<file path="config.mk">
export PLATFORM = sky130hd
export DESIGN_NAME = tbac_queue
export DESIGN_NICKNAME = d
export VERILOG_FILES = /design/src/rtl/core/tbac_pkg.sv /design/src/rtl/core/tbac_queue.sv
export SDC_FILE = /design/constraint.sdc
export NUM_CORES = 1
export LEC_CHECK = 0
export BUFFER_PORTS_ARGS = -buffer_cell sky130_fd_sc_hd__buf_4
export CELL_PAD_IN_SITES_DETAIL_PLACEMENT = 2
export CELL_PAD_IN_SITES_GLOBAL_PLACEMENT = 2
export CORE_MARGIN = 2
export CORE_UTILIZATION = 35
export CTS_CLUSTER_DIAMETER = 40
export CTS_CLUSTER_SIZE = 14
export DETAILED_ROUTE_END_ITERATION = 8
export PLACE_DENSITY = 0.73
export SYNTH_ARGS = -nofsm -noshare
export SYNTH_HDL_FRONTEND = slang
export SYNTH_SLANG_ARGS = --single-unit
</file>
<file path="constraint.sdc">
create_clock -name clk_i -period 3.69 [get_ports clk_i]
set_input_delay 0.369 -clock clk_i [delete_from_list [all_inputs] [get_ports clk_i]]
set_output_delay 0.369 -clock clk_i [all_outputs]
set_load 0.05 [all_outputs]
</file>
<file path="src/rtl/core/tbac_pkg.sv">
// Shared types, constants and codes for the texture binding alpha classifier.
`timescale 1ns / 1ps

package tbac_pkg;

  localparam int unsigned TableSize     = 2048;
  localparam int unsigned IdxW          = $clog2(TableSize);
  localparam int unsigned TidW          = 12;
  localparam int unsigned SlotCntW      = 12;
  localparam int unsigned SlotW         = 11;
  localparam int unsigned MaxPrimitives = 65536;
  localparam int unsigned PrimCntW      = $clog2(MaxPrimitives);
  localparam int unsigned PrimW         = 16;
  localparam int unsigned AlphaW        = 8;
  localparam logic [AlphaW-1:0] AlphaFull = 8'd255;

  typedef enum logic [1:0] {
    CMD_REG    = 2'd0,
    CMD_VERTEX = 2'd1,
    CMD_EMPTY  = 2'd2
  } cmd_e;

  typedef enum logic [1:0] {
    ST_OK      = 2'd0,
    ST_TEX_ID  = 2'd1,
    ST_EMPTY   = 2'd2,
    ST_MISSING = 2'd3
  } status_e;

  typedef enum logic [1:0] {
    CLS_VARIABLE    = 2'd0,
    CLS_OPAQUE      = 2'd1,
    CLS_TRANSPARENT = 2'd2
  } alpha_class_e;

  typedef enum logic [1:0] {
    OP_REG,
    OP_EMPTY,
    OP_PRIM
  } op_e;

  typedef enum logic [1:0] {
    BK_CLEAR,
    BK_FETCH,
    BK_LOOK
  } bk_state_e;

  typedef struct packed {
    logic [1:0]        command;
    logic [TidW-1:0]   tex_ref;
    logic              has_texture;
    logic              skip_primitive;
    logic              selector_flag;
    logic [AlphaW-1:0] vertex_alpha;
    logic              last_vertex;
  } in_item_t;

  typedef struct packed {
    logic [1:0]        status;
    logic [PrimW-1:0]  primitive_index;
    logic              texture_bound;
    logic [SlotW-1:0]  texture_slot;
    logic              selector_flag_out;
    logic [1:0]        alpha_class;
    logic [AlphaW-1:0] alpha_min;
    logic [AlphaW-1:0] alpha_max;
  } out_item_t;

  // Work handed from the front end to the back end.
  typedef struct packed {
    op_e               kind;
    logic [TidW-1:0]   tid;
    logic              has_tex;
    logic              sel;
    logic [PrimW-1:0]  prim;
    logic [SlotW-1:0]  slot;
    logic [AlphaW-1:0] amin;
    logic [AlphaW-1:0] amax;
  } op_t;

  typedef struct packed {
    logic clearing;
    logic error;
  } bk_status_t;

endpackage

</file>
<file path="src/rtl/core/tbac_queue.sv">
// Two-entry work queue between the front end and the back end.
`timescale 1ns / 1ps

module tbac_queue (
  input  logic           clk_i,
  input  logic           rst_ni,
  input  logic           push_i,
  input  tbac_pkg::op_t  push_data_i,
  input  logic           pop_i,
  output tbac_pkg::op_t  head_o,
  output logic           empty_o,
  output logic           full_o
);
  import tbac_pkg::*;

  op_t        slots_q [2];
  logic       wr_ptr_q, rd_ptr_q;
  logic [1:0] count_q;
  logic       do_push, do_pop;

  assign empty_o = (count_q == 2'd0);
  assign full_o  = (count_q == 2'd2);
  assign do_push = push_i && !full_o;
  assign do_pop  = pop_i && !empty_o;
  assign head_o  = slots_q[rd_ptr_q];

  always_ff @(posedge clk_i) begin
    if (do_push) begin
      slots_q[wr_ptr_q] <= push_data_i;
    end
  end

  always_ff @(posedge clk_i or negedge rst_ni) begin
    if (!rst_ni) begin
      wr_ptr_q <= 1'b0;
      rd_ptr_q <= 1'b0;
      count_q  <= 2'd0;
    end else begin
      if (do_push) begin
        wr_ptr_q <= !wr_ptr_q;
      end
      if (do_pop) begin
        rd_ptr_q <= !rd_ptr_q;
      end
      case ({do_push, do_pop})
        2'b10:   count_q <= count_q + 2'd1;
        2'b01:   count_q <= count_q - 2'd1;
        default: ;
      endcase
    end
  end

endmodule

</file>
* Word-level counts from Yosys, hierarchy flattened
Memory sizes are Yosys's and may differ from the RTL's.
Cells that the tools add are included.
** Storage, ports and cells
- Register bits :: 4
- Latch bits :: 0
- Memory bits (writable) :: 118
- Memory bits (read-only) :: 0
- Input bits :: 63
- Output and inout bits :: 61
- Logic and storage cells :: 20
- Memories :: 1
** Cells by class
- Add/sub/neg operators :: 2
- Multiply operators :: 0
- Div/mod/pow operators :: 0
- Magnitude comparators :: 0
- Equal/unequal tests :: 3
- Shifts and indexed selects :: 0
- Multiplexer cells :: 3
- Bitwise operators :: 0
- Reduce and logical (&&, ||, !) cells :: 8
** Memory list
- slots_q :: depth 2, bits a word 59, rd ports 1, clocked after Yosys merged registers in 0, write ports 1, RTL line tbac_queue.sv:16 : op_t slots_q [2];
** Operators with widths (number)
- equality test 2 bit, second input constant :: 2
- zero test 1 bit :: 4
- one-hot mux 2 bit (2 select lines) :: 1
- adder 2 x 1 -> 2 bit, second input constant :: 1
- equality test 2 x 1 -> 1 bit, second input constant :: 1
- logical AND 1 bit :: 2
- zero test 2 bit :: 1
- two-way mux 1 bit :: 2
- nonzero test 2 bit :: 1
- subtractor 2 x 1 -> 2 bit, second input constant :: 1

* Longest topological paths before layout
- Word-level depth :: 5
- Depth in mapped cells :: 6
- Depth with buffers taken out :: 6

* Worst setup path after synthesis
No wires, ideal clock.
- Kind :: register to register
- From :: register count_q[0]
- To :: memory slots_q[0][0] in the netlist's numbering, enable pin
- Setup time :: 476 ps
- Arrival :: 3106 ps
- Data required time :: 3214 ps
- Setup slack :: 108 ps
- Stages on the path, launching flop included :: 4
- Path buffers :: 0
- Period minus slack after synthesis :: 3582 ps
- Cell sequence :: dfrtp_1 nand2b_1 nand2_1 nor2_1
** On the way
- Word-level cells in the longest chain between the ends :: 5
** Ends and longest elaborated chain
- start: declaration :: RTL line tbac_queue.sv:18 : logic [1:0] count_q;
- start signal: assignment :: RTL line tbac_queue.sv:46 : 2'b10: count_q <= count_q + 2'd1;
- start signal: assignment :: RTL line tbac_queue.sv:47 : 2'b01: count_q <= count_q - 2'd1;
- equality test 2 bit :: RTL line tbac_queue.sv:22 : assign full_o = (count_q == 2'd2);
- zero test 1 bit :: RTL line tbac_queue.sv:23 : assign do_push = push_i && !full_o;
- logical AND 1 bit :: RTL line tbac_queue.sv:23
- two-way mux 1 bit :: RTL line tbac_queue.sv:28 : if (do_push) begin
- two-way mux 1 bit (implied by the code) :: RTL line tbac_queue.sv:29 : slots_q[wr_ptr_q] <= push_data_i;
- end: declaration :: RTL line tbac_queue.sv:16
Every way passes these cells.

==> summary.txt <==
Synth
  • Synth cell types: 14
  • Synth top area cells: edfxtp_1 (74%), mux2_4 (19%), buf_12 (2.5%)
  • Synthesized cell area: 4760 um^2
  • Warning count from the yosys run: 0
  • Asr flop ratio synth: 0.0328
  • #FFs+latches synth: 122
  • Sequential area share after synthesis: 0.766
  • Post-synth top area share: 0.745
  • Top FF cell, synth: edfxtp_1
  • Syn Area/Cell: 23.5 um^2
  • Syn Nets: 266
  • Commonest cells in the netlist: edfxtp_1 (118), mux2_4 (59), buf_12 (6)
  • Post-synth EDFFs: 118
  • Synth Instances: 202
  • Dominant cell type by area after synthesis: edfxtp_1
  • Cell with the most instances after synthesis: edfxtp_1

Placed design
  • IO buf count: 123
  • RePlAce Congestion: 0.672
  • DPL Wire Length: 6640 um
  • Cells after DPL: 496

Flow run
  • Max-cap violations: 0

Run status
  • Status: finished clean

Routing
  • Final wirelength: 9670 um
  • Wire per inst: 18.4 um
  • Detail Route Antenna Nets: 0
  • Drt pass-1 iters: 4
  • Vias per cell: 4.39
  • DRT iter0 DRCs: 120
  • Vias: 2307
  • Remaining DRCs: 0

CTS
  • Clock sink total: 122
  • Worst-path clk slew: 0.05 ns
  • Total CTS buffers: 17
  • H-tree depth: 4
  • Max clock buf depth: 2
  • CTS tree: built
  • CTS Root Cell: clkbuf_16
  • Clock Latency Late Sink: 0.41 ns
  • # resized after CTS: 0

Critical path
  • Critical Path Sink Type: output pin
  • CP required: 3.32 ns
  • Startpoint Class: flip-flop
  • Critical path origin: rd_ptr_q
  • Crit path kind: reg -> out
  • Crit path DAT: 2.17 ns
  • CP Max Fanout: 60
  • Critical R2R Launch: count_q[0]

Cells and area
  • Layout area overhead: 32.5%
  • Final Net Count: 404
  • Share of layout cells above drive strength 1: 0.596
  • Cell Count, Final, Fillers Out: 525
  • Core Util, Final: 0.476
  • Ant diodes: 0

STA
  • Final Hold Viols: 0
  • Max transition margin: 0.250
  • Final Skew: 0.00677 ns
  • Fin Hold WS: 0.145 ns
  • Setup TNS: 0 ns
  • RSZ-0062 raised after global routing: no
  • Endpoints failing setup: 0
  • Tmin final: 2.54 ns
  • Max Freq: 393 MHz
  • Slew Viols, Final: 0
  • Slew @ Worst Pin: 1.12 ns
  • Tcrit/Tclk final: 0.689

Pwr
  • Sequential Power Share: 0.361
  • Psw: 0.00234 W
  • Maximum VDD drop: 0.000654 V
  • P_leak: 2.52 nW
  • Combinational share of power: 0.417
  • PwrDens: 960 nW/um^2
  • Clock power share: 0.222
  • Power Internal: 0.00372 W
  • Sw Share: 0.386

Min path
  • Min-Delay Startpoint: push_data_i[29]
  • HP Class: in -> reg

GRT
  • Largest net degree at the start of global routing: 61
  • Vias in the first global route: 2666
  • Total GRT Usage: 0.143
  • Gr ovfl total: 0
  • Initial antenna violation count: 0
  • First-pass GRT wire length: 15100 um

Die
  • Die width: 121 um
  • Die H: 121 um
  • Cell Rows: 42
  • Initial Util: 0.359
  • Die area: 14500 um^2
  • I/O Pins: 124
  • Core area: 13200 um^2
==> critical path, cell delays in order (launching register included) <==
cell and delay (ns):
dfrtp_4 1.18, mux2_4 0.37, buf_4 0.19
==> logic make-up (layout without fill, tap and decap cells) <==
family        Yosys count  count (layout)  synth area share
xor+xnor                5               5           0.00921
mux                    59              59             0.186
fa+ha+maj               1               1           0.00263
flops                 122             122             0.766
buf+inv                 8             155            0.0284
simple gates            7               7           0.00763
==> final cells by class <==
cell class / instances / area, um^2
clock buffers: 20 / 437
inverters: 1 / 3.75
well taps: 176 / 220
fillers: 1218 / 6940
multi-input cells: 72 / 987
clock inverters: 8 / 33.8
flip-flops and latches: 122 / 3650
repair buffers: 126 / 973
==> power by group through the flow <==
| stage | sequential, W | clock, W | combinational (W) |
|---|---|---|---|
| after floorplan | 0.00201 | 0 | 0.00216 |
| after CTS | 0.00220 | 0.00138 | 0.00257 |
| after global routing | 0.00223 | 0.00144 | 0.00265 |
| after detailed placement | 0.00222 | 0 | 0.00256 |
| final | 0.00218 | 0.00134 | 0.00253 |
| after global placement | 0.00219 | 0 | 0.00253 |
==> state kept, by name, summed over array words and instances, names as in the netlist <==
| signal | flops |
|---|---|
| count_q | 2 |
| rd_ptr_q | 1 |
| slots_q | 118 |
| wr_ptr_q | 1 |
==> path summary, 6_finish.rpt <==
path / end / slack, ns / cells after the start
max in group asynchronous: rd_ptr_q / 3.29 / 2
worst min-delay path: slots_q[1][29] / 0.15 / 1
worst max-delay path: head_o[4] / 1.15 / 2
worst max register to register: slots_q[0][20] / 1.57 / 4
worst min register to register: count_q[1] / 0.54 / 1
min in group asynchronous: wr_ptr_q / 0.29 / 2
==> repair_timing <==
item	4_1_cts	5_1_grt
hold buffers	1	0
buffers inserted	0	0
hold endpoints to repair	4	0
==> metrics by stage <==
stage / worst slack (ns) / power (W) / instance area [um^2]
after floorplan: 0.108 / 0.00417 / 4760
after global placement: 1.54 / 0.00472 / 5820
after detailed placement: 1.53 / 0.00479 / 5820
after CTS: 1.09 / 0.00616 / 6300
after global routing: 1.04 / 0.00632 / 6300
final: 1.15 / 0.00605 / 6300
==> metal layers <==
metal | share of wire | vias to the layer above | track usage
li1 | - | 1070 | -
met5 | 0 | - | 0
met3 | 0.060 | 14 | 0.0448
met2 | 0.52 | 88 | 0.242
met1 | 0.40 | 1135 | 0.163
met4 | 0.019 | 0 | 0.0741
==> layout by cell type, fill, tap and decap left out, drive strengths merged <==
cell           n
nand2          1
xnor2          3
inv            1
edfxtp       118
xor2           2
and3           1
mux2          59
clkinv         8
nor2b          1
nand2b         1
nor2           3
buf          125
clkbuf        20
dfrtp          4
dlygate4sd3    1
ha             1
Power figures use the tool's default switching activity.
