$ cat src/rtl/core/tbac_pkg.sv
// Shared types, constants and codes for the texture binding alpha classifier.
`timescale 1ns / 1ps

package tbac_pkg;

  localparam int unsigned TableSize     = 2048;
  localparam int unsigned IdxW          = $clog2(TableSize);
  localparam int unsigned TidW          = 12;
  localparam int unsigned SlotCntW      = 12;
  localparam int unsigned SlotW         = 11;
  localparam int unsigned MaxPrimitives = 65536;
  localparam int unsigned PrimCntW      = $clog2(MaxPrimitives);
  localparam int unsigned PrimW         = 16;
  localparam int unsigned AlphaW        = 8;
  localparam logic [AlphaW-1:0] AlphaFull = 8'd255;

  typedef enum logic [1:0] {
    CMD_REG    = 2'd0,
    CMD_VERTEX = 2'd1,
    CMD_EMPTY  = 2'd2
  } cmd_e;

  typedef enum logic [1:0] {
    ST_OK      = 2'd0,
    ST_TEX_ID  = 2'd1,
    ST_EMPTY   = 2'd2,
    ST_MISSING = 2'd3
  } status_e;

  typedef enum logic [1:0] {
    CLS_VARIABLE    = 2'd0,
    CLS_OPAQUE      = 2'd1,
    CLS_TRANSPARENT = 2'd2
  } alpha_class_e;

  typedef enum logic [1:0] {
    OP_REG,
    OP_EMPTY,
    OP_PRIM
  } op_e;

  typedef enum logic [1:0] {
    BK_CLEAR,
    BK_FETCH,
    BK_LOOK
  } bk_state_e;

  typedef struct packed {
    logic [1:0]        command;
    logic [TidW-1:0]   tex_ref;
    logic              has_texture;
    logic              skip_primitive;
    logic              selector_flag;
    logic [AlphaW-1:0] vertex_alpha;
    logic              last_vertex;
  } in_item_t;

  typedef struct packed {
    logic [1:0]        status;
    logic [PrimW-1:0]  primitive_index;
    logic              texture_bound;
    logic [SlotW-1:0]  texture_slot;
    logic              selector_flag_out;
    logic [1:0]        alpha_class;
    logic [AlphaW-1:0] alpha_min;
    logic [AlphaW-1:0] alpha_max;
  } out_item_t;

  // Work handed from the front end to the back end.
  typedef struct packed {
    op_e               kind;
    logic [TidW-1:0]   tid;
    logic              has_tex;
    logic              sel;
    logic [PrimW-1:0]  prim;
    logic [SlotW-1:0]  slot;
    logic [AlphaW-1:0] amin;
    logic [AlphaW-1:0] amax;
  } op_t;

  typedef struct packed {
    logic clearing;
    logic error;
  } bk_status_t;

endpackage

$ cat src/rtl/core/tbac_front.sv
// Front end: accepts items, tracks primitive alpha range and counters, queues work.
`timescale 1ns / 1ps

module tbac_front (
  input  logic                clk_i,
  input  logic                rst_ni,
  input  logic                in_valid_i,
  output logic                in_stall_o,
  input  tbac_pkg::in_item_t  in_data_i,
  input  logic                q_full_i,
  input  logic                clearing_i,
  output logic                push_o,
  output tbac_pkg::op_t       push_data_o
);
  import tbac_pkg::*;

  logic [SlotCntW-1:0] slot_q, slot_d;
  logic [PrimCntW-1:0] prim_q, prim_d, prim_next;
  logic [AlphaW-1:0]   min_q, min_d, max_q, max_d;
  logic [AlphaW-1:0]   new_min, new_max;
  logic                accept;

  assign in_stall_o = q_full_i || clearing_i;
  assign accept     = in_valid_i && !in_stall_o;
  assign new_min    = (in_data_i.vertex_alpha < min_q) ? in_data_i.vertex_alpha : min_q;
  assign new_max    = (in_data_i.vertex_alpha > max_q) ? in_data_i.vertex_alpha : max_q;
  assign prim_next  = (prim_q == PrimCntW'(MaxPrimitives - 1)) ? '0 : prim_q + 1'b1;

  always_comb begin
    slot_d                  = slot_q;
    prim_d                  = prim_q;
    min_d                   = min_q;
    max_d                   = max_q;
    push_o                  = 1'b0;
    push_data_o.kind        = OP_REG;
    push_data_o.tid         = in_data_i.tex_ref;
    push_data_o.has_tex     = in_data_i.has_texture;
    push_data_o.sel         = in_data_i.selector_flag;
    push_data_o.prim        = PrimW'(prim_q);
    push_data_o.slot        = slot_q[SlotW-1:0];
    push_data_o.amin        = new_min;
    push_data_o.amax        = new_max;
    if (accept) begin
      case (cmd_e'(in_data_i.command))
        CMD_REG: begin
          push_o = 1'b1;
          slot_d = slot_q + 1'b1;
        end
        CMD_EMPTY: begin
          push_data_o.kind = OP_EMPTY;
          push_o           = !in_data_i.skip_primitive;
          prim_d           = prim_next;
          min_d            = AlphaFull;
          max_d            = '0;
        end
        CMD_VERTEX: begin
          if (in_data_i.last_vertex) begin
            push_data_o.kind = OP_PRIM;
            push_o           = !in_data_i.skip_primitive;
            prim_d           = prim_next;
            min_d            = AlphaFull;
            max_d            = '0;
          end else begin
            min_d = new_min;
            max_d = new_max;
          end
        end
        default: ;
      endcase
    end
  end

  always_ff @(posedge clk_i or negedge rst_ni) begin
    if (!rst_ni) begin
      slot_q <= '0;
      prim_q <= '0;
      min_q  <= AlphaFull;
      max_q  <= '0;
    end else begin
      slot_q <= slot_d;
      prim_q <= prim_d;
      min_q  <= min_d;
      max_q  <= max_d;
    end
  end

endmodule

$ cat config.mk
export PLATFORM = sky130hd
export DESIGN_NAME = tbac_front
export DESIGN_NICKNAME = d
export VERILOG_FILES = /design/src/rtl/core/tbac_pkg.sv /design/src/rtl/core/tbac_front.sv
export SDC_FILE = /design/constraint.sdc
export NUM_CORES = 1
export LEC_CHECK = 0
export BUFFER_PORTS_ARGS = -buffer_cell sky130_fd_sc_hd__buf_4
export CELL_PAD_IN_SITES_DETAIL_PLACEMENT = 0
export CELL_PAD_IN_SITES_GLOBAL_PLACEMENT = 2
export CORE_UTILIZATION = 33
export CTS_CLUSTER_SIZE = 14
export DETAILED_ROUTE_END_ITERATION = 10
export PLACE_DENSITY = 0.93
export SYNTH_ARGS = -nofsm -noshare
export SYNTH_HDL_FRONTEND = slang
export SYNTH_SLANG_ARGS = --single-unit
$ cat constraint.sdc
create_clock -name clk_i -period 5.58 [get_ports clk_i]
set_input_delay 0 -clock clk_i [delete_from_list [all_inputs] [get_ports clk_i]]
set_output_delay 0 -clock clk_i [all_outputs]
set_load 0.05 [all_outputs]
After elaboration in Yosys (flattened, before gate mapping)
Index checks and enable logic that the tools add are counted.
Storage, ports and cells
  latch bits: 0
  word-level logic and storage cells: 36
  RAM bits: 0
  register bits after elaboration: 44
  memories: 0
  output and inout port bits: 61
  bits in read-only memories: 0
  input bits: 31
Cells by class
  bitwise gates (word level): 0
  shifts and indexed selects: 0
  $lt $le $gt $ge: 2
  add/sub/neg operators: 2
  multiplexer cells: 15
  reduce and logical (&&, ||, !) cells: 9
  div/mod/pow operators: 0
  eq/ne operators: 4
  $mul: 0
Operator list (number)
  16-bit 2-to-1 mux: 2
  8-bit 2-to-1 mux: 4
  16-bit one-hot mux with 2 select lines: 1
  8-bit one-hot mux with 2 select lines: 2
  16-bit by 1-bit adder with 16-bit output (second input constant): 1
  16-bit == test (second input constant): 1
  12-bit by 1-bit adder with 12-bit output (second input constant): 1
  8-bit > comparator: 1
  8-bit less-than comparator: 1
  2-bit 2-to-1 mux: 2
  2-bit one-hot mux with 2 select lines: 1
  2-bit AND reduction: 2
  1-bit one-hot mux with 3 select lines: 1
  3-bit AND reduction: 1
  2-bit by 1-bit == test with 1-bit output (second input constant): 1
  2-bit == test (second input constant): 1
  1-bit logical NOT: 2
  2-bit logical NOT: 1
  1-bit 2-to-1 mux: 2
  2-bit != test (second input constant): 1
  2-bit nonzero test: 1
  1-bit logical AND: 1
  1-bit logical OR: 1

Longest topological paths before layout
Gate-level depths: netlist (run 1).
  word-level depth: 4
  depth in mapped cells: 8
  mapped depth without buffers: 7

Least setup slack after synthesis (run 1)
OpenSTA, ideal clock, no wires.
  path type: flip-flop to output port
  from: register min_q[6]
  to: output port push_data_o[8] (netlist bit)
  cell stages (with the launch flop): 8
  arrival time: 2.654 ns
  slack: 2.926 ns
  path buffers: 1
  cells stage by stage: dfstp_2 inv_1 ha_1 a21o_1 a221oi_1 o21ai_0 buf_2 o21ai_0
RTL lines
  start, declared: RTL line tbac_front.sv:19  | logic [AlphaW-1:0] min_q, min_d, max_q, max_d;
  start signal, assigned: RTL line tbac_front.sv:77  | min_q <= AlphaFull;
  start signal, assigned: RTL line tbac_front.sv:82  | min_q <= min_d;
  end, declared: RTL line tbac_front.sv:13  | output tbac_pkg::op_t push_data_o

==> results of run 1 <==
## metal layers
metal  track usage (%)  vias to the layer above  share of wire, %  wire length (um)
met5                 0                        -                 0                 0
met4              4.30                        0              0.98                57
met3              2.99                        6               5.0               290
met2              21.6                       56                45              2610
met1              20.4                     1000                49              2850
li1                  -                     1051                 -                 -
## flip-flops by register name, summed over array words and instances, names as in the netlist
| name | cells |
|---|---|
| slot_q | 11 |
| min_q | 8 |
| max_q | 8 |
| prim_q | 16 |
## stage by stage
stage | power (W) | area [um^2] | hold WS, ns | std cells | utilization (%)
3_3_place_gp | 0.000692 | 3180 | 0.000341 | 414 | 40.8
3_5_place_dp | 0.000697 | 3180 | 0.000341 | 414 | 40.8
6_report | 0.000896 | 3360 | 0.0000140 | 430 | 43.0
5_1_grt | 0.000952 | 3360 | 0.0000824 | 430 | 43.0
2_1_floorplan | 0.000623 | 2680 | -0.296 | 264 | -
4_1_cts | 0.000911 | 3360 | 0.000341 | 430 | 43.0
## power groups by stage
stage	clock, W	combinational, W	sequential, W
floorplan	0	0.000180	0.000442
CTS	0.000215	0.000319	0.000377
global placement	0	0.000310	0.000382
global route	0.000230	0.000339	0.000383
finish	0.000204	0.000315	0.000377
detailed placement	0	0.000313	0.000383
## what timing repair did
action,4_1_cts,5_1_grt
hold endpoints to repair,44,0
gates resized for setup,0,0
hold buffers,8,0
## cell type report
type	instances	area [um^2]	share of cell area [%]
sequential	43	1090	32.4
clock inverter	3	23.8	0.708
multi-input combinational	186	1410	42.0
timing repair buffer	74	576	17.2
inverter	17	63.8	1.90
tap	102	128	3.80
clock buffer	5	68.8	2.05
## synthesized netlist by cell type (all sizes together)
cell     instances
nand2           22
nand4            7
nor3b            2
a32o             8
o211ai           1
o21ai            8
mux2            16
ha              21
o22ai            1
and4             1
nand4bb          1
mux2i            1
nor2            17
dfrtp           35
nor2b            2
a31oi            4
o22a             9
a22oi            1
xor2             6
a21o             3
nand2b           4
inv             17
nor4             2
nor3             4
a21oi           10
dfstp            8
nand3           11
or3b             1
buf             18
a221oi           1
and3             6
xnor2           13
or2              1
and2             2
## kinds of logic (layout without fill, tap and decap cells)
| group | count (synthesis) | count (layout) | share of synthesized area (%) |
|---|---|---|---|
| buf+inv | 35 | 99 | 6.99 |
| flops | 43 | 43 | 40.5 |
| fa+ha+maj | 21 | 21 | 9.79 |
| mux | 17 | 17 | 7.09 |
| xor+xnor | 19 | 19 | 6.20 |
| compound gates | 46 | 46 | 12.7 |
| simple gates | 83 | 83 | 16.8 |
## critical path: cells and delay by family, from the launching register on
| kind | cells | cell delay, ns |
|---|---|---|
| flops | 1 | 0.55 |
| simple gates | 2 | 0.24 |
| compound gates | 1 | 0.62 |
| fa+ha+maj | 1 | 0.27 |
| buf+inv | 3 | 0.50 |
| mux | 1 | 0.34 |
## worst min path at each step
stage / from / end / depth (start not counted) / slack (ns)
final: in_data_i[14] / push_data_o[47] / 0 / 0.00001
after global routing: in_data_i[21] / push_data_o[54] / 0 / 0.00008
after CTS: in_data_i[9] / push_data_o[43] / 0 / 0.0003
after detailed placement: in_data_i[9] / push_data_o[43] / 0 / 0.0003
after global placement: in_data_i[9] / push_data_o[43] / 0 / 0.0003
after floorplan: rst_ni / max_q[0] / 0 / -0.30
==> results.cfg, run 1 <==
[synth]
synth_area_mm2 = 0.00268
synth_top_area_cell = dfrtp_1
synth_area_leaders = dfrtp_1, ha_1, dfstp_2
post_synth.cell_area_avg_um2 = 10.2
ys_seq_elements = 43
synth_cell_types = 39
ys.warnings.count = 0
synth_nets = 316
seq_area_frac_synth_pct = 40.5
syn_inst = 264
yosysTopAreaCellShare_pct = 32.6

[routing]
wirelength_um = 5810
drt_iter0_markers = 84
wl_per_cell_um = 13.5
vias_per_cell = 4.91
drt_pass1_iterations = 4
drtAntennaViolNets = 0
routed-via-count = 2113
drcViolationCount = 0

[grt]
antenna_found_initial = 0
grt_pass1_vias = 1976
grt_pass1_wl_um = 9600
grt-ovfl-total = 0
grt_usage_pct = 14.3
grt_max_degree = 44

[power]
p_per_area_mw_per_mm2 = 267
power_switching_w = 0.000347
ir_drop_mv = 0.131
seq_power_share_pct = 42.1
clock_power_share_pct = 22.8
swShare_pct = 38.8
comb_power_share_pct = 35.1
p_leak_nw = 1.60
internal_power_w = 0.000549

[critical_path]
startpoint = min_q[6]
r2r_setup_slack_ns = 3.02
cp-endpoint = push_data_o[10]
cp_common_cell = buf_4
cp_cell_sequence = inv_1 -> ha_1 -> and3_1 -> nand3_1 -> o21ai_0 -> buf_4 -> mux2_2 -> buf_4
cpMaxStageDelayCell = o21ai_0
worst_setup_path_start_kind = flop
slowest_delay_ns = 0.62
arrival_ns = 2.84
r2r_start = min_q[6]
worstSetupPathType = flop to output pin
worstPathMaxFanout = 6
worstReg2RegEnd = min_q[3]
crit_required_ns = 5.58
cp-end-kind = output pin
r2r_cells = 8

[cells_and_area]
fillCellCount = 772
diodes = 0
drive_gt1_share_pct = 32.3
layout_common_cells = buf_4, dfrtp_1, nand2_1
syn_to_final_growth_pct = 25.0
final_common_cell = buf_4
finalNetCount = 379

[cts]
htreeDepth = 2
cts-root-buf = clkbuf_8
cts_sinks = 43
clock_latency_ns = 0.30
clock_path_buffers = 2
cts_tree = done
cts_inserted_buffers = 5
cts_setup_buffers = 0
clk_pin_slew_ns = 0.09

[timing]
setup_viol = 0
rsz0062_at_grt = false
post-route-period-util_pct = 50.9
tns_ns = 0
final-hold-violation-count = 0
min_period_ns = 2.84
finClkSkew_ns = 0.0108
fmax_mhz = 352
worst_pin_slew_ns = 0.779
worst_slack_ns = 2.74
relSlewSlack_pct = 47.5
drv_slew = 0

[floorplanning]
die_area_mm2 = 0.00850
start_util_pct = 34.4
core_mm2 = 0.00781
rows = 32
die_w_um = 92.2
die_h_um = 92.2
ioPinCount = 92

[min_path]
hold_class = primary input to output pin

[placement]
hpwl_um = 4290
io_buffers = 63
place_ws_ns = 3.06
finalWeightedCongestion = 0.748

[run]
maxCapViolCount = 0

[run_status]
outcome = completed
Power figures use the tool's default switching activity.
==> run 2: changes to the inputs <==
--- a/config.mk
+++ b/config.mk
@@ -8,10 +8,10 @@
 export BUFFER_PORTS_ARGS = -buffer_cell sky130_fd_sc_hd__buf_4
 export CELL_PAD_IN_SITES_DETAIL_PLACEMENT = 0
 export CELL_PAD_IN_SITES_GLOBAL_PLACEMENT = 2
-export CORE_UTILIZATION = 33
+export CORE_UTILIZATION = 27
 export CTS_CLUSTER_SIZE = 14
 export DETAILED_ROUTE_END_ITERATION = 10
-export PLACE_DENSITY = 0.93
+export PLACE_DENSITY = 0.83
 export SYNTH_ARGS = -nofsm -noshare
 export SYNTH_HDL_FRONTEND = slang
 export SYNTH_SLANG_ARGS = --single-unit
==> constraint.sdc (replaced) <==
create_clock -name clk_i -period 2.4 [get_ports clk_i]
set_input_delay 0 -clock clk_i [delete_from_list [all_inputs] [get_ports clk_i]]
set_output_delay 0 -clock clk_i [all_outputs]
set_load 0.05 [all_outputs]
==> run 2 against run 1 <==
Via count grew 1.9%; utilization shrank 6.2 points; sequential power grew 130%; global-route usage shrank 1.6 points; wire length grew 12%; cell area grew 6.0%; sequential cell count is the same; sequential share of layout area shrank 1.8 points; total power grew to 2.5 times the previous value; count of clock-buffer cells in the layout is the same; highest routed layer unchanged.
==> results.cfg, run 2 (synthesized netlist as in run 1, its figures left out) <==
[critical_path]
r2r_setup_slack_ns = 0.24
worstSetupPathType = flop to output pin
r2r_cells = 8
arrival_ns = 2.33
cp-endpoint = push_data_o[10]
startpoint = min_q[4]
cp-end-kind = output pin
worst_setup_path_start_kind = flop
worstReg2RegEnd = min_q[2]
r2r_start = min_q[4]
worstPathMaxFanout = 6
crit_required_ns = 2.40

[cts]
cts-root-buf = clkbuf_8
clock_latency_ns = 0.29
clock_path_buffers = 2
cts_inserted_buffers = 5
htreeDepth = 2
cts_sinks = 43
clk_pin_slew_ns = 0.09
cts_tree = done

[timing]
relSlewSlack_pct = 57.4
tns_ns = 0
post-route-period-util_pct = 97.1
fin_hold_ws_ns = 0.0000220
worst_pin_slew_ns = 0.621
finClkSkew_ns = 0.00500
drv_slew = 0
setup_viol = 0
final-hold-violation-count = 0
fmax_mhz = 429
rsz0062_at_grt = true
min_period_ns = 2.33

[run_status]
outcome = completed

[min_path]
hold_class = primary input to output pin

[grt]
antenna_found_initial = 0
grt_usage_pct = 12.7
grt_max_degree = 44
grt_pass1_vias = 2041
grt_pass1_wl_um = 10300
grt-ovfl-total = 0

[floorplanning]
ioPinCount = 92
die_h_um = 102
start_util_pct = 27.7
die_area_mm2 = 0.0103
core_mm2 = 0.00968
rows = 36
die_w_um = 102

[cells_and_area]
final_util_pct = 36.7
diodes = 0
syn_to_final_growth_pct = 32.5
fillCellCount = 1001
multi_input_area_mm2 = 0.00147
final_cell_area_mm2 = 0.00356
layout_common_cells = buf_4, dfrtp_1, nand2_1
reg_top3 = prim_q: 16 flops, slot_q: 11 flops
final_common_cell = buf_4
largest-register = prim_q
finalNetCount = 385
drive_gt1_share_pct = 35.6
regArea_mm2 = 0.00109
largest_reg_flops = 16

[routing]
drtAntennaViolNets = 0
drt_pass1_iterations = 4
drt_iter0_markers = 46
routed-via-count = 2153
vias_per_cell = 4.61
drcViolationCount = 0
wirelength_um = 6480
wl_per_cell_um = 13.9

[power]
comb_power_share_pct = 35.6
p_leak_nw = 1.67
swShare_pct = 36.9
ir_drop_mv = 0.224
p_per_area_mw_per_mm2 = 634
clock_power_share_pct = 25.6
internal_power_w = 0.00142
seq_power_share_pct = 38.8
power_switching_w = 0.000834
power.total_w = 0.00226

[placement]
io_buffers = 63
place_area_mm2 = 0.00323
finalWeightedCongestion = 0.762
hpwl_um = 4670

[run]
maxCapViolCount = 0
-- run 2: cell count changes in the layout (fill, tap and decap cells not counted), sizes merged --
| cell | before | now |
|---|---|---|
| inv | 18 | 17 |
| clkinvlp | 2 | 0 |
| dlygate4sd3 | 8 | 7 |
| bufinv | 0 | 1 |
| buf | 66 | 73 |
| clkinv | 0 | 2 |
-- run 2: how the worst min path moves through the flow --
stage,depth (start not counted),slack (ns),end,from
2_1_floorplan,0,-0.30,max_q[0],rst_ni
3_3_place_gp,0,0.0003,push_data_o[44],in_data_i[11]
3_5_place_dp,0,0.0003,push_data_o[44],in_data_i[11]
4_1_cts,0,0.0003,push_data_o[44],in_data_i[11]
5_1_grt,0,0.00007,push_data_o[49],in_data_i[16]
6_report,0,0.00002,push_data_o[54],in_data_i[21]
-- run 2: layout make-up --
| cell class | instances | area share (%) |
|---|---|---|
| inverter | 17 | 1.79 |
| timing repair buffer | 80 | 18.5 |
| tap | 133 | 4.68 |
| multi-input combinational | 186 | 41.3 |
| sequential | 43 | 30.5 |
| clock inverter | 3 | 1.23 |
| clock buffer | 5 | 1.93 |
-- run 2: critical path: stages (launching register included) --
cell	delay [ns]
dfstp_2	0.55
inv_1	0.04
ha_1	0.28
a21o_1	0.17
a221oi_2	0.25
o21ai_2	0.13
buf_6	0.15
mux2_4	0.31
buf_8	0.15
-- run 2: through the flow --
stage / cells / setup slack [ns]
after global routing: 467 / -0.0279
final: 467 / 0.0699
after floorplan: 264 / 0.128
after detailed placement: 446 / 0.187
after CTS: 462 / 0.00248
after global placement: 446 / 0.215
-- run 2: metal layers --
layer / track usage (%) / vias to the layer above / part of all wire [%]
met4: 3.23 / 0 / 0.91
met3: 2.90 / 6 / 6.2
met5: 0 / - / 0
li1: - / 1070 / -
met1: 17.6 / 1010 / 48
met2: 20.1 / 67 / 45
-- run 2: timing repair --
action,in CTS,in global routing
gates cloned,1,0
resized for setup,9,15
pin swaps,0,7
setup buffers,0,5
hold buffers,7,0
endpoints found under the setup margin,7,23
hold endpoints to repair,44,0
-- run 2: power by group through the flow --
| stage | registers [W] | clock network (W) | logic [W] |
|---|---|---|---|
| after floorplan | 0.00103 | 0 | 0.000420 |
| after global placement | 0.000889 | 0 | 0.000731 |
| after detailed placement | 0.000892 | 0 | 0.000734 |
| after CTS | 0.000878 | 0.000597 | 0.000762 |
| after global routing | 0.000890 | 0.000624 | 0.000863 |
| final | 0.000876 | 0.000577 | 0.000803 |
